`src/rtl/frame_rate_moving_average_defines.svh`:
```
// ----------------------------------------------------------------------------
// Frame rate moving average: assertion macros
// Shared property forms for the concurrent checks of the block.
// ----------------------------------------------------------------------------
`ifndef FRAME_RATE_MOVING_AVERAGE_DEFINES_SVH
`define FRAME_RATE_MOVING_AVERAGE_DEFINES_SVH

// Same-cycle implication, sampled on clk, off during reset
`define FRMA_ASSERT_IMP(label, ante, cons, msg) \
    label: assert property (@(posedge clk) disable iff (!rst_n) (ante) |-> (cons)) \
        else $error(msg);

// Next-cycle implication, sampled on clk, off during reset
`define FRMA_ASSERT_NXT(label, ante, cons, msg) \
    label: assert property (@(posedge clk) disable iff (!rst_n) (ante) |=> (cons)) \
        else $error(msg);

`endif

```
`src/rtl/frma_pkg.sv`:
```
// ----------------------------------------------------------------------------
// Frame rate moving average: package
// Widths, constants, payload types and state encoding shared by the block.
// ----------------------------------------------------------------------------
package frma_pkg;

    // Field widths
    localparam int TIME_W  = 32;
    localparam int GAIN_W  = 8;
    localparam int RATE_W  = 18;
    localparam int SPEED_W = 32;

    // Window depth default
    localparam int WINDOW_DEF = 16;

    // Rate constants: 1000 fps in Q10.8
    localparam logic [RATE_W-1:0] RATE_MAX_Q8 = 18'd256000;

    // Speed math: floor(prod * 65536 / 1000) == floor(prod * SPEED_RECIP / 2^33)
    // for every product below the saturation limit. The reciprocal is applied
    // in two halves on consecutive cycles.
    localparam int PROD_W       = TIME_W + GAIN_W;
    localparam int PROD_KEEP_W  = 26;
    localparam int RECIP_W      = 40;
    localparam int RECIP_HALF_W = 20;
    localparam int RECIP_SHIFT  = 33;
    localparam logic [RECIP_W-1:0] SPEED_RECIP = 40'd562949953422;
    localparam int PART_W       = PROD_KEEP_W + RECIP_HALF_W;
    localparam int ACC_W        = PART_W + RECIP_HALF_W;
    // Products at or above this saturate the Q16 speed
    localparam logic [PROD_W-1:0] SPEED_SAT_LIMIT = 40'd65536000;

    // Configuration registers
    localparam int CFG_IDX_W  = 1;
    localparam int CFG_DATA_W = GAIN_W;
    localparam logic [CFG_IDX_W-1:0] CFG_MOVE_GAIN = 1'b0;
    localparam logic [CFG_IDX_W-1:0] CFG_TURN_GAIN = 1'b1;
    localparam logic [GAIN_W-1:0] MOVE_GAIN_RST = 8'd5;
    localparam logic [GAIN_W-1:0] TURN_GAIN_RST = 8'd3;

    // Opcodes
    localparam logic OP_INIT  = 1'b0;
    localparam logic OP_FRAME = 1'b1;

    // Derived window widths
    function automatic int idx_width(input int window);
        return (window > 1) ? $clog2(window) : 1;
    endfunction

    function automatic int fill_width(input int window);
        return $clog2(window + 1);
    endfunction

    function automatic int sum_width(input int window);
        return RATE_W + $clog2(window);
    endfunction

    // Payload types
    typedef struct packed {
        logic              opcode;
        logic [TIME_W-1:0] time_ms;
    } frame_item_t;

    typedef struct packed {
        logic [RATE_W-1:0]  average_rate;
        logic [SPEED_W-1:0] move_speed;
        logic [SPEED_W-1:0] turn_speed;
    } result_item_t;

    // Window store control
    typedef struct packed {
        logic clear;
        logic rd;
        logic upd;
    } win_ctrl_t;

    // Sequencer states
    typedef enum logic [2:0] {
        ST_IDLE,
        ST_MUL,
        ST_DIVGO,
        ST_DIV,
        ST_UPD,
        ST_AVGGO,
        ST_AVG
    } state_t;

endpackage

```
`src/rtl/frma_div.sv`:
```
// ----------------------------------------------------------------------------
// Frame rate moving average: serial divider
// Restoring unsigned divider, one quotient bit per cycle.
// ----------------------------------------------------------------------------
module frma_div #(
    parameter int NUM_W = 18,
    parameter int DEN_W = 32
) (
    input  logic             clk,
    input  logic             rst_n,
    input  logic             start,
    input  logic [NUM_W-1:0] num,
    input  logic [DEN_W-1:0] den,
    output logic             busy,
    output logic [NUM_W-1:0] quot
);

    localparam int CNT_W = $clog2(NUM_W + 1);

    logic             busy_reg, busy_next;
    logic [CNT_W-1:0] cnt_reg, cnt_next;
    logic [NUM_W-1:0] quot_reg, quot_next;
    logic [DEN_W-1:0] rem_reg, rem_next;
    logic [DEN_W:0]   rem_shift;
    logic [DEN_W:0]   rem_diff;
    logic             rem_ge;

    // Trial subtract of the shifted partial remainder
    assign rem_shift = {rem_reg, quot_reg[NUM_W-1]};
    assign rem_diff  = rem_shift - {1'b0, den};
    assign rem_ge    = (rem_shift >= {1'b0, den});

    // Load on start, then shift one bit per cycle
    always_comb
    begin
        busy_next = busy_reg;
        cnt_next  = cnt_reg;
        quot_next = quot_reg;
        rem_next  = rem_reg;
        if (start)
        begin
            busy_next = 1'b1;
            cnt_next  = CNT_W'(NUM_W);
            quot_next = num;
            rem_next  = '0;
        end
        else if (busy_reg)
        begin
            quot_next = {quot_reg[NUM_W-2:0], rem_ge};
            rem_next  = rem_ge ? rem_diff[DEN_W-1:0] : rem_shift[DEN_W-1:0];
            cnt_next  = cnt_reg - CNT_W'(1);
            if (cnt_reg == CNT_W'(1))
            begin
                busy_next = 1'b0;
            end
        end
    end

    always_ff @(posedge clk or negedge rst_n)
    begin
        if (!rst_n)
        begin
            busy_reg <= 1'b0;
            cnt_reg  <= '0;
        end
        else
        begin
            busy_reg <= busy_next;
            cnt_reg  <= cnt_next;
        end
    end

    always_ff @(posedge clk)
    begin
        quot_reg <= quot_next;
        rem_reg  <= rem_next;
    end

    assign busy = busy_reg;
    assign quot = quot_reg;

endmodule

```
`src/rtl/frma_window.sv`:
```
// ----------------------------------------------------------------------------
// Frame rate moving average: rate window store
// Ring memory of rates with write slot, fill count and running sum.
// ----------------------------------------------------------------------------
module frma_window #(
    parameter int WINDOW = frma_pkg::WINDOW_DEF
) (
    input  logic                                     clk,
    input  logic                                     rst_n,
    input  frma_pkg::win_ctrl_t                      ctrl,
    input  logic [frma_pkg::RATE_W-1:0]              rate,
    output logic [frma_pkg::sum_width(WINDOW)-1:0]   sum,
    output logic [frma_pkg::fill_width(WINDOW)-1:0]  fill
);

    import frma_pkg::*;

    localparam int IDX_W  = idx_width(WINDOW);
    localparam int FILL_W = fill_width(WINDOW);
    localparam int SUM_W  = sum_width(WINDOW);

    logic [RATE_W-1:0] mem [WINDOW];
    logic [RATE_W-1:0] rd_data_reg;

    logic [IDX_W-1:0]  slot_reg, slot_next;
    logic [FILL_W-1:0] fill_reg, fill_next;
    logic [SUM_W-1:0]  sum_reg, sum_next;
    logic              full;
    logic [SUM_W-1:0]  evict;

    assign full  = (fill_reg == FILL_W'(WINDOW));
    assign evict = full ? SUM_W'(rd_data_reg) : '0;

    // Clear on init, advance slot, fill and sum on update
    always_comb
    begin
        slot_next = slot_reg;
        fill_next = fill_reg;
        sum_next  = sum_reg;
        if (ctrl.clear)
        begin
            slot_next = '0;
            fill_next = '0;
            sum_next  = '0;
        end
        else if (ctrl.upd)
        begin
            sum_next  = sum_reg - evict + SUM_W'(rate);
            fill_next = full ? fill_reg : fill_reg + FILL_W'(1);
            slot_next = (slot_reg == IDX_W'(WINDOW - 1)) ? '0 : slot_reg + IDX_W'(1);
        end
    end

    always_ff @(posedge clk or negedge rst_n)
    begin
        if (!rst_n)
        begin
            slot_reg <= '0;
            fill_reg <= '0;
            sum_reg  <= '0;
        end
        else
        begin
            slot_reg <= slot_next;
            fill_reg <= fill_next;
            sum_reg  <= sum_next;
        end
    end

    // Memory: write the new rate, read the entry it replaces
    always_ff @(posedge clk)
    begin
        if (ctrl.upd)
        begin
            mem[slot_reg] <= rate;
        end
        if (ctrl.rd)
        begin
            rd_data_reg <= mem[slot_reg];
        end
    end

    assign sum  = sum_reg;
    assign fill = fill_reg;

endmodule

```
`src/rtl/frame_rate_moving_average.sv`:
```
// A frame item passes through multiply, rate divide, window update and mean divide; the
// block takes no new item until that result has loaded, and waits longer while a result
// is stalled. An init item clears the window without leaving idle. Two serial dividers run
// in turn: rate (one step per rate bit, speed multiplies finish under it) then mean (one
// per sum bit). Reset: gains return to 5 and 3, last time, slot, fill and sum clear to zero;
// the rate memory is not cleared; its read data is used only once a full window is written.
// ----------------------------------------------------------------------------
// Frame rate moving average
// Measures frame intervals, derives speeds and a windowed mean frame rate.
// ----------------------------------------------------------------------------
`include "frame_rate_moving_average_defines.svh"

module frame_rate_moving_average #(
    parameter int WINDOW = frma_pkg::WINDOW_DEF
) (
    input  logic                             clk,
    input  logic                             rst_n,
    input  logic                             frame_valid,
    output logic                             frame_stall,
    input  frma_pkg::frame_item_t            frame,
    output logic                             result_valid,
    input  logic                             result_stall,
    output frma_pkg::result_item_t           result,
    input  logic                             cfg_valid,
    output logic                             cfg_ready,
    input  logic [frma_pkg::CFG_IDX_W-1:0]   cfg_index,
    input  logic [frma_pkg::CFG_DATA_W-1:0]  cfg_data
);

    import frma_pkg::*;

    localparam int FILL_W = fill_width(WINDOW);
    localparam int SUM_W  = sum_width(WINDOW);

    state_t state_reg, state_next;

    logic [GAIN_W-1:0]  move_gain_reg;
    logic [GAIN_W-1:0]  turn_gain_reg;
    logic [TIME_W-1:0]  last_time_reg;
    logic [TIME_W-1:0]  interval_reg;
    logic [PROD_W-1:0]  move_prod_reg;
    logic [PROD_W-1:0]  turn_prod_reg;
    logic [PART_W-1:0]  move_lo_reg, move_hi_reg;
    logic [PART_W-1:0]  turn_lo_reg, turn_hi_reg;
    logic [RATE_W-1:0]  rate_reg;
    logic [SPEED_W-1:0] move_reg;
    logic [SPEED_W-1:0] turn_reg;
    result_item_t       result_reg;
    logic               result_valid_reg;

    logic               frame_acc;
    logic               div_go;
    logic               avg_go;
    logic               divs_idle;
    logic               div_capture;
    logic               result_load;
    win_ctrl_t          win_ctrl;

    logic               rate_busy, avg_busy;
    logic [RATE_W-1:0]       rate_quot;
    logic [RECIP_HALF_W-1:0] recip_half;
    logic [PART_W-1:0]       move_part, turn_part;
    logic [ACC_W-1:0]        move_acc, turn_acc;
    logic [SUM_W-1:0]        avg_quot;
    logic [SUM_W-1:0]        win_sum;
    logic [FILL_W-1:0]       win_fill;

    assign frame_stall  = (state_reg != ST_IDLE);
    assign frame_acc    = frame_valid && !frame_stall;
    assign cfg_ready    = 1'b1;
    assign divs_idle    = !rate_busy;
    assign div_capture  = (state_reg == ST_DIV) && divs_idle;

    // Clear the window on an init item; sequence a frame item through multiply, divide, update, average
    always_comb
    begin
        state_next  = state_reg;
        win_ctrl    = '0;
        div_go      = 1'b0;
        avg_go      = 1'b0;
        result_load = 1'b0;
        case (state_reg)
            ST_IDLE:
            begin
                if (frame_acc)
                begin
                    if (frame.opcode == OP_INIT)
                    begin
                        win_ctrl.clear = 1'b1;
                    end
                    else
                    begin
                        win_ctrl.rd = 1'b1;
                        state_next  = ST_MUL;
                    end
                end
            end
            ST_MUL:
            begin
                state_next = ST_DIVGO;
            end
            ST_DIVGO:
            begin
                div_go     = 1'b1;
                state_next = ST_DIV;
            end
            ST_DIV:
            begin
                if (divs_idle)
                begin
                    state_next = ST_UPD;
                end
            end
            ST_UPD:
            begin
                win_ctrl.upd = 1'b1;
                state_next   = ST_AVGGO;
            end
            ST_AVGGO:
            begin
                avg_go     = 1'b1;
                state_next = ST_AVG;
            end
            ST_AVG:
            begin
                if (!avg_busy && (!result_valid_reg || !result_stall))
                begin
                    result_load = 1'b1;
                    state_next  = ST_IDLE;
                end
            end
            default:
            begin
                state_next = ST_IDLE;
            end
        endcase
    end

    // Control state, gains and recorded time
    always_ff @(posedge clk or negedge rst_n)
    begin
        if (!rst_n)
        begin
            state_reg        <= ST_IDLE;
            result_valid_reg <= 1'b0;
            move_gain_reg    <= MOVE_GAIN_RST;
            turn_gain_reg    <= TURN_GAIN_RST;
            last_time_reg    <= '0;
        end
        else
        begin
            state_reg <= state_next;
            if (result_load)
            begin
                result_valid_reg <= 1'b1;
            end
            else if (!result_stall)
            begin
                result_valid_reg <= 1'b0;
            end
            if (cfg_valid && cfg_ready)
            begin
                case (cfg_index)
                    CFG_MOVE_GAIN: move_gain_reg <= cfg_data;
                    CFG_TURN_GAIN: turn_gain_reg <= cfg_data;
                    default:       ;
                endcase
            end
            if (frame_acc)
            begin
                last_time_reg <= frame.time_ms;
            end
        end
    end

    // Speed scaling: low reciprocal half in the start cycle, high half while dividing
    assign recip_half = (state_reg == ST_DIVGO) ? SPEED_RECIP[RECIP_HALF_W-1:0]
                                                : SPEED_RECIP[RECIP_W-1:RECIP_HALF_W];
    assign move_part  = {{RECIP_HALF_W{1'b0}}, move_prod_reg[PROD_KEEP_W-1:0]} *
                        {{PROD_KEEP_W{1'b0}}, recip_half};
    assign turn_part  = {{RECIP_HALF_W{1'b0}}, turn_prod_reg[PROD_KEEP_W-1:0]} *
                        {{PROD_KEEP_W{1'b0}}, recip_half};
    assign move_acc   = {move_hi_reg, {RECIP_HALF_W{1'b0}}} + {{RECIP_HALF_W{1'b0}}, move_lo_reg};
    assign turn_acc   = {turn_hi_reg, {RECIP_HALF_W{1'b0}}} + {{RECIP_HALF_W{1'b0}}, turn_lo_reg};

    // Datapath registers
    always_ff @(posedge clk)
    begin
        if (frame_acc)
        begin
            interval_reg <= frame.time_ms - last_time_reg;
        end
        if (state_reg == ST_MUL)
        begin
            move_prod_reg <= {{GAIN_W{1'b0}}, interval_reg} * {{TIME_W{1'b0}}, move_gain_reg};
            turn_prod_reg <= {{GAIN_W{1'b0}}, interval_reg} * {{TIME_W{1'b0}}, turn_gain_reg};
        end
        if (state_reg == ST_DIVGO)
        begin
            move_lo_reg <= move_part;
            turn_lo_reg <= turn_part;
        end
        if (state_reg == ST_DIV)
        begin
            move_hi_reg <= move_part;
            turn_hi_reg <= turn_part;
        end
        if (div_capture)
        begin
            rate_reg <= (interval_reg == '0) ? RATE_MAX_Q8 : rate_quot;
            move_reg <= (move_prod_reg >= SPEED_SAT_LIMIT) ? '1
                                                           : move_acc[RECIP_SHIFT +: SPEED_W];
            turn_reg <= (turn_prod_reg >= SPEED_SAT_LIMIT) ? '1
                                                           : turn_acc[RECIP_SHIFT +: SPEED_W];
        end
        if (result_load)
        begin
            result_reg.average_rate <= avg_quot[RATE_W-1:0];
            result_reg.move_speed   <= move_reg;
            result_reg.turn_speed   <= turn_reg;
        end
    end

    assign result_valid = result_valid_reg;
    assign result       = result_reg;

    // Instantaneous rate: 256000 / interval
    frma_div #(
        .NUM_W (RATE_W),
        .DEN_W (TIME_W)
    ) u_rate_div (
        .clk   (clk),
        .rst_n (rst_n),
        .start (div_go),
        .num   (RATE_MAX_Q8),
        .den   (interval_reg),
        .busy  (rate_busy),
        .quot  (rate_quot)
    );

    // Mean rate: running sum / fill count
    frma_div #(
        .NUM_W (SUM_W),
        .DEN_W (FILL_W)
    ) u_avg_div (
        .clk   (clk),
        .rst_n (rst_n),
        .start (avg_go),
        .num   (win_sum),
        .den   (win_fill),
        .busy  (avg_busy),
        .quot  (avg_quot)
    );

    frma_window #(
        .WINDOW (WINDOW)
    ) u_window (
        .clk   (clk),
        .rst_n (rst_n),
        .ctrl  (win_ctrl),
        .rate  (rate_reg),
        .sum   (win_sum),
        .fill  (win_fill)
    );

    // Checks
    `FRMA_ASSERT_IMP(a_accept_units_idle, frame_acc, divs_idle && !avg_busy, "item accepted while a divider runs")
    `FRMA_ASSERT_IMP(a_avg_fill_nonzero, state_reg == ST_AVGGO, win_fill != '0, "average started on an empty window")
    `FRMA_ASSERT_NXT(a_avg_go_busy, avg_go, avg_busy, "average divider did not start")
    `FRMA_ASSERT_IMP(a_rate_range, state_reg == ST_UPD, rate_reg <= RATE_MAX_Q8, "rate above 1000 fps")

endmodule

```
`config.mk`:
```
export PLATFORM = sky130hd
export DESIGN_NAME = frame_rate_moving_average
export DESIGN_NICKNAME = d
export VERILOG_FILES = /design/src/rtl/frma_pkg.sv /design/src/rtl/frma_div.sv /design/src/rtl/frma_window.sv /design/src/rtl/frame_rate_moving_average.sv
export VERILOG_INCLUDE_DIRS = /design/src /design/src/rtl
export SDC_FILE = /design/constraint.sdc
export NUM_CORES = 2
export LEC_CHECK = 0
export BUFFER_PORTS_ARGS = -buffer_cell sky130_fd_sc_hd__buf_2
export CORE_MARGIN = 5
export CORE_UTILIZATION = 60
export CTS_CLUSTER_DIAMETER = 100
export DETAILED_ROUTE_END_ITERATION = 16
export GPL_TIMING_DRIVEN = 0
export PLACE_DENSITY = 0.86
export SLEW_MARGIN = 20
export SYNTH_ARGS = -nofsm -noshare
export SYNTH_HDL_FRONTEND = slang
export SYNTH_SLANG_ARGS = --single-unit
```
`constraint.sdc`:
```
create_clock -name clk -period 15.1 [get_ports clk]
set_input_delay 0.755 -clock clk [delete_from_list [all_inputs] [get_ports clk]]
set_output_delay 0.755 -clock clk [all_outputs]
set_load 0.01 [all_outputs]
```
Yosys cells after proc, flatten, opt, wreduce, memory -nomap -nowiden:

Memories as Yosys holds them, arrays and structs flattened. A register that Yosys moved wholly into a read port is not among the register bits.
Cells that the tools add are included.

* bits in registers: 630
* word-level logic and storage cells: 127
* input port bits: 47
* memories kept: 1
* memory bits (writable): 288

* bitwise logic cells: 1
* reductions and logical operators: 19
* muxes and demuxes: 42
* order comparisons: 4
* add/sub/neg operators: 11
* equal/unequal tests: 16
* multiply operators: 4

Memories
* u_window.mem: depth 16, bits a word 18, rd ports 1, clocked after Yosys merged registers in 1, write ports 1, RTL line frma_window.sv:22 `logic [RATE_W-1:0] mem [WINDOW];`

Operator list (count)
* $add A65 B46 Y65: 2
* $mul A26 B20 Y46: 2
* $mux W22: 4
* $ge A40 B26 Y1 const B: 2
* $mul A32 B8 Y40: 2
* $sub A32 B32 Y32: 2
* $mux W5: 8
* $ge A33 B32 Y1: 1
* $logic_not A32 Y1: 1
* $mux W32: 1
* $add A22 B18 Y22: 1
* $sub A22 B22 Y22: 1
* $pmux W3 S7: 1
* $mux W19: 1
* $mux W18: 1
* $mux W1: 17
* $mux W3: 4
* $mux W4: 3
* $eq A5 B1 Y1 const B: 2
* $sub A5 B1 Y5 const B: 2
* $eq A3 B3 Y1 const B: 3
* $ne A2 B2 Y1 const B: 4
* $eq A3 B2 Y1 const B: 2
* $ge A6 B5 Y1: 1
* other kinds (17): 29

Logic depth before layout (Yosys ltp):

* depth after elaboration: 7
* mapped depth: 32
* depth with buffers taken out: 30

Cells and area by module:

From an unflattened synthesis, not the netlist that was laid out.

* cells, all modules: 7045
* area total of the unflattened synthesis: 78378.9 µm²

By module, submodules not included
* frame_rate_moving_average: sequential area each 13738.2 µm², area an instance 57692.8 µm², cells each 5580, instances 1
* frma_window: sequential area each 9964.6 µm², area an instance 14656.6 µm², cells each 831, instances 1
* frma_div at u_rate_div: sequential area each 1331.3 µm², area an instance 4347.9 µm², cells each 504, instances 1
* frma_div at u_avg_div: sequential area each 910.9 µm², area an instance 1681.6 µm², cells each 130, instances 1

Worst setup path before layout:

OpenSTA, ideal clock, no wires.

* kind: register to register
* start: reg state_reg[0]
* end: reg move_hi_reg[44], data pin
* setup slack: 6515 ps
* clock period less this slack: 8585 ps
* buffers on the path: 4
* arrival: 8323 ps
* stages on the path, launching flop included: 29
* cells stage by stage: dfrtp_1 clkbuf_1 nor2_1 nand2_1 inv_1 clkbuf_1 buf_1 buf_1 nor2_1 ha_1 ha_1 inv_1 fa_1 inv_1 fa_1 fa_1 fa_1 ha_1 ha_1 nand3_1 o221ai_1 nor2_1 o41ai_1 o22ai_1 o311ai_1 a311oi_2 o2111ai_1 a21oi_1 xnor2_1

* longest elaborated chain between the ends: 3

RTL lines
* start: declaration: RTL line frame_rate_moving_average.sv:35 `state_t state_reg, state_next;`
* start signal: assignment: RTL line frame_rate_moving_average.sv:152 `state_reg <= state_next;`
* $eq A3 B2 Y1: RTL line frame_rate_moving_average.sv:177 `assign recip_half = (state_reg == ST_DIVGO) ? SPEED_RECIP[RECIP_HALF_W-1:0]`
* $mux W19: RTL line frame_rate_moving_average.sv:177
* $mul A26 B20 Y46: RTL line frame_rate_moving_average.sv:179 `assign move_part = {{RECIP_HALF_W{1'b0}}, move_prod_reg[PROD_KEEP_W-1:0]} *`
* named net move_part[44]: RTL line frame_rate_moving_average.sv:62 `logic [PART_W-1:0] move_part, turn_part;`
* end signal: assignment: RTL line frame_rate_moving_average.sv:205 `move_hi_reg <= move_part;`
* end: declaration: RTL line frame_rate_moving_average.sv:43 `logic [PART_W-1:0] move_lo_reg, move_hi_reg;`

The timed path passes the listed nets, and every way through them passes these cells.
A chain may end at the register's enable or synchronous reset.

Final worst setup path:

* start: reg state_reg[0]
* end: reg move_lo_reg[44], data pin

* longest elaborated chain between the ends: 3

RTL lines
* $eq A3 B2 Y1: RTL line frame_rate_moving_average.sv:177
* $mux W19: RTL line frame_rate_moving_average.sv:177
* $mul A26 B20 Y46: RTL line frame_rate_moving_average.sv:179
* named net move_part[44]: RTL line frame_rate_moving_average.sv:62
* end signal: assignment: RTL line frame_rate_moving_average.sv:200 `move_lo_reg <= move_part;`
* end: declaration: RTL line frame_rate_moving_average.sv:43

The timed path passes the listed nets, and every way through them passes these cells.

==> impl_metrics.toml <==
[critical_path]
critPathMaxFanout = 10
crit_slowest_cell = "clkbuf_1"
end_kind = "flop"
worstSetupStartpointType = "flop"
path_buf_inv = 10
critical-path-top-delay-family = "adder cells"
cp_slowest_stage_delay_ps = 940
crit_type = "flop to flop"
ff2ff_setup_slack_ps = 3790
arrival_ps = 11740
cp_num_cells = 31
crit_top_cell = "inv_1"
worst-endpoint-required_ps = 15520
r2r_cells = 31

[cells_and_area]
area_growth_pct = 8.46
fin_nets = 9112
multiInputGateArea_mm2 = 0.0468
drive_above_1_share_pct = 6.58
final_area_mm2 = 0.0847
largest_reg_flops = 288
regArea_mm2 = 0.0258
fillers = 9489

[logic_synthesis]
synthCells = 7108
synth_commonest_cells = "1312 x inv_1, 905 x fa_1, 754 x ha_1"
synth_xor_area_share_pct = 3.42
synth_ff_type = "edfxtp_1"
synthArstFlopShare_pct = 10.7
synth.most_common_cell = "inv_1"
yosys_warnings = 0
yosysUniqueCellTypes = 85
syn_area_per_cell_um2 = 11.0
synth_top_family_by_area = "adder cells"
synth-compound-area-share_pct = 8.18
synth_area_leader_cell = "edfxtp_1"
synthMuxAreaShare_pct = 3.14
synth_fa_ha_area_share_pct = 35.3
ys_seq_elements = 892
yosysSeqAreaShare_pct = 33.0
netlist_top_cells_area = "edfxtp_1 29%, fa_1 23%, ha_1 12%, inv_1 6.3%, nand2_1 3.1%"
yosys.area.top_type_share_pct = 28.5
synthSimpleGateAreaFrac_pct = 9.54
synth_edf_count = 742
synth.cell_area_mm2 = 0.0781

[clock_tree]
cts-htree-levels = 3
cts_resized = 0
path_clk_slew_ps = 70
cts_made_buffers = 93
clock-sinks = 892
clk_latency_ps = 750
clockBufferDepth = 3
ctsHoldBuffers = 1
tritoncts = "built"
cts-root-buf = "clkbuf_16"
cts_post_setup_buffers_inserted = 0

[sta]
skew_ps = 44.5
setup_violations = 0
worst_hold_slack_ps = 245
setup_tns_ps = 0
period_share_pct = 74.9
hold_viol_final = 0
rsz0062_at_grt = "no"
max_slew_margin_pct = 16.2
period_needed_ps = 11310
tightest_slew_ps = 1260
setup_slack_ps = 3790
slew_viol_final = 0
fmax_mhz = 88.4

[global_routing]
met3_usage_pct = 7.13
grt_use_met2_pct = 49.9
grt_max_degree = 64
antenna_found_initial = 3
grt-busiest-layer = "met2"
grt_pass1_wl_mm = 321
grt.total_usage_pct = 30.2
grt_overflow = 0
grt.met1_usage_pct = 38.2
grt_pass1_vias = 58000

[floorplanning]
rows = 132
core_mm2 = 0.129
io-pin-count = 132
die_y_um = 371
die_area_mm2 = 0.138
initial_core_util_pct = 60.3
die_width_um = 371

[flow_run]
drv_cap = 0

[placed_design]
dp_hpwl_mm = 157
pre_cts_ws_ps = 4140
finalWeightedCongestion = 0.972
port_buffers = 130
dpl-instance-area_mm2 = 0.0815

[min_path]
min_path_cells = 2
min_path_type = "input port to flop"

[route]
first_pass_iters = 8
via_count = 55100
antenna_left = 0
drt_iter0_markers = 5594
routed_wl_mm = 205
viasPerCell = 5.97
drc = 0
post_drt_wl_per_cell_um = 22.2

[status]
status = "finished clean"
## metrics by stage
step	std cells	utilization, %
4_1_cts	9228	65.4
3_5_place_dp	9051	62.9
3_3_place_gp	9027	62.7
6_report	9236	65.4
5_1_grt	9229	65.4
2_1_floorplan	7155	-
## final timing paths
path / start / end
worst max-delay path: state_reg[0] / move_lo_reg[44]
worst min-delay path: result_stall / result_valid
worst max register to register: state_reg[0] / move_lo_reg[44]
worst min register to register: turn_reg[29] / result[29]
max in group asynchronous: rst_n / u_window.sum[16]
min in group asynchronous: rst_n / last_time_reg[27]
## cell usage in the layout (no fill, tap or decap), drive strengths merged, types with 158 or more instances in the layout
master,netlist,routed
a21o,158,158
a21oi,272,272
and2,263,263
buf,29,180
clkbuf,207,317
edfxtp,742,742
fa,905,905
ha,754,754
inv,1312,1319
nand2,651,651
nor2,291,291
o21ai,233,233
xnor2,213,213
## worst register-to-register path, delay by kind of cell, from the launching register on
kind | cells | cell delay [ps]
fa+ha+maj | 8 | 3500
buf+inv | 10 | 3420
compound gates | 7 | 1720
simple gates | 5 | 1480
xor+xnor | 1 | 520
flops | 1 | 360
## layer usage
metal	vias up	wire length, um	share of wire (%)
met1	27200	74600	36
met2	3071	97300	47
met3	736	22100	11
met5	-	0	0
met4	0	11000	5.4
li1	24100	-	-
## final cells by class
cell class	count	share of cell area [%]
repair buffers	156	1.16
clock inverters	70	0.933
multi-input cells	4715	55.2
well taps	1742	2.57
inverters	1312	5.81
flip-flops and latches	892	30.4
plain buffers	236	1.09
diodes	7	0.0207
clock buffers	106	2.84
## logic make-up after synthesis
family	after synthesis
flops	892
xor+xnor	305
other cells	2
compound gates	993
fa+ha+maj	1659
mux	130
simple gates	1579
buf+inv	1548
Power is not shown: default switching activity piles up to over one toggle a cycle in this logic, so the estimate is an artifact.
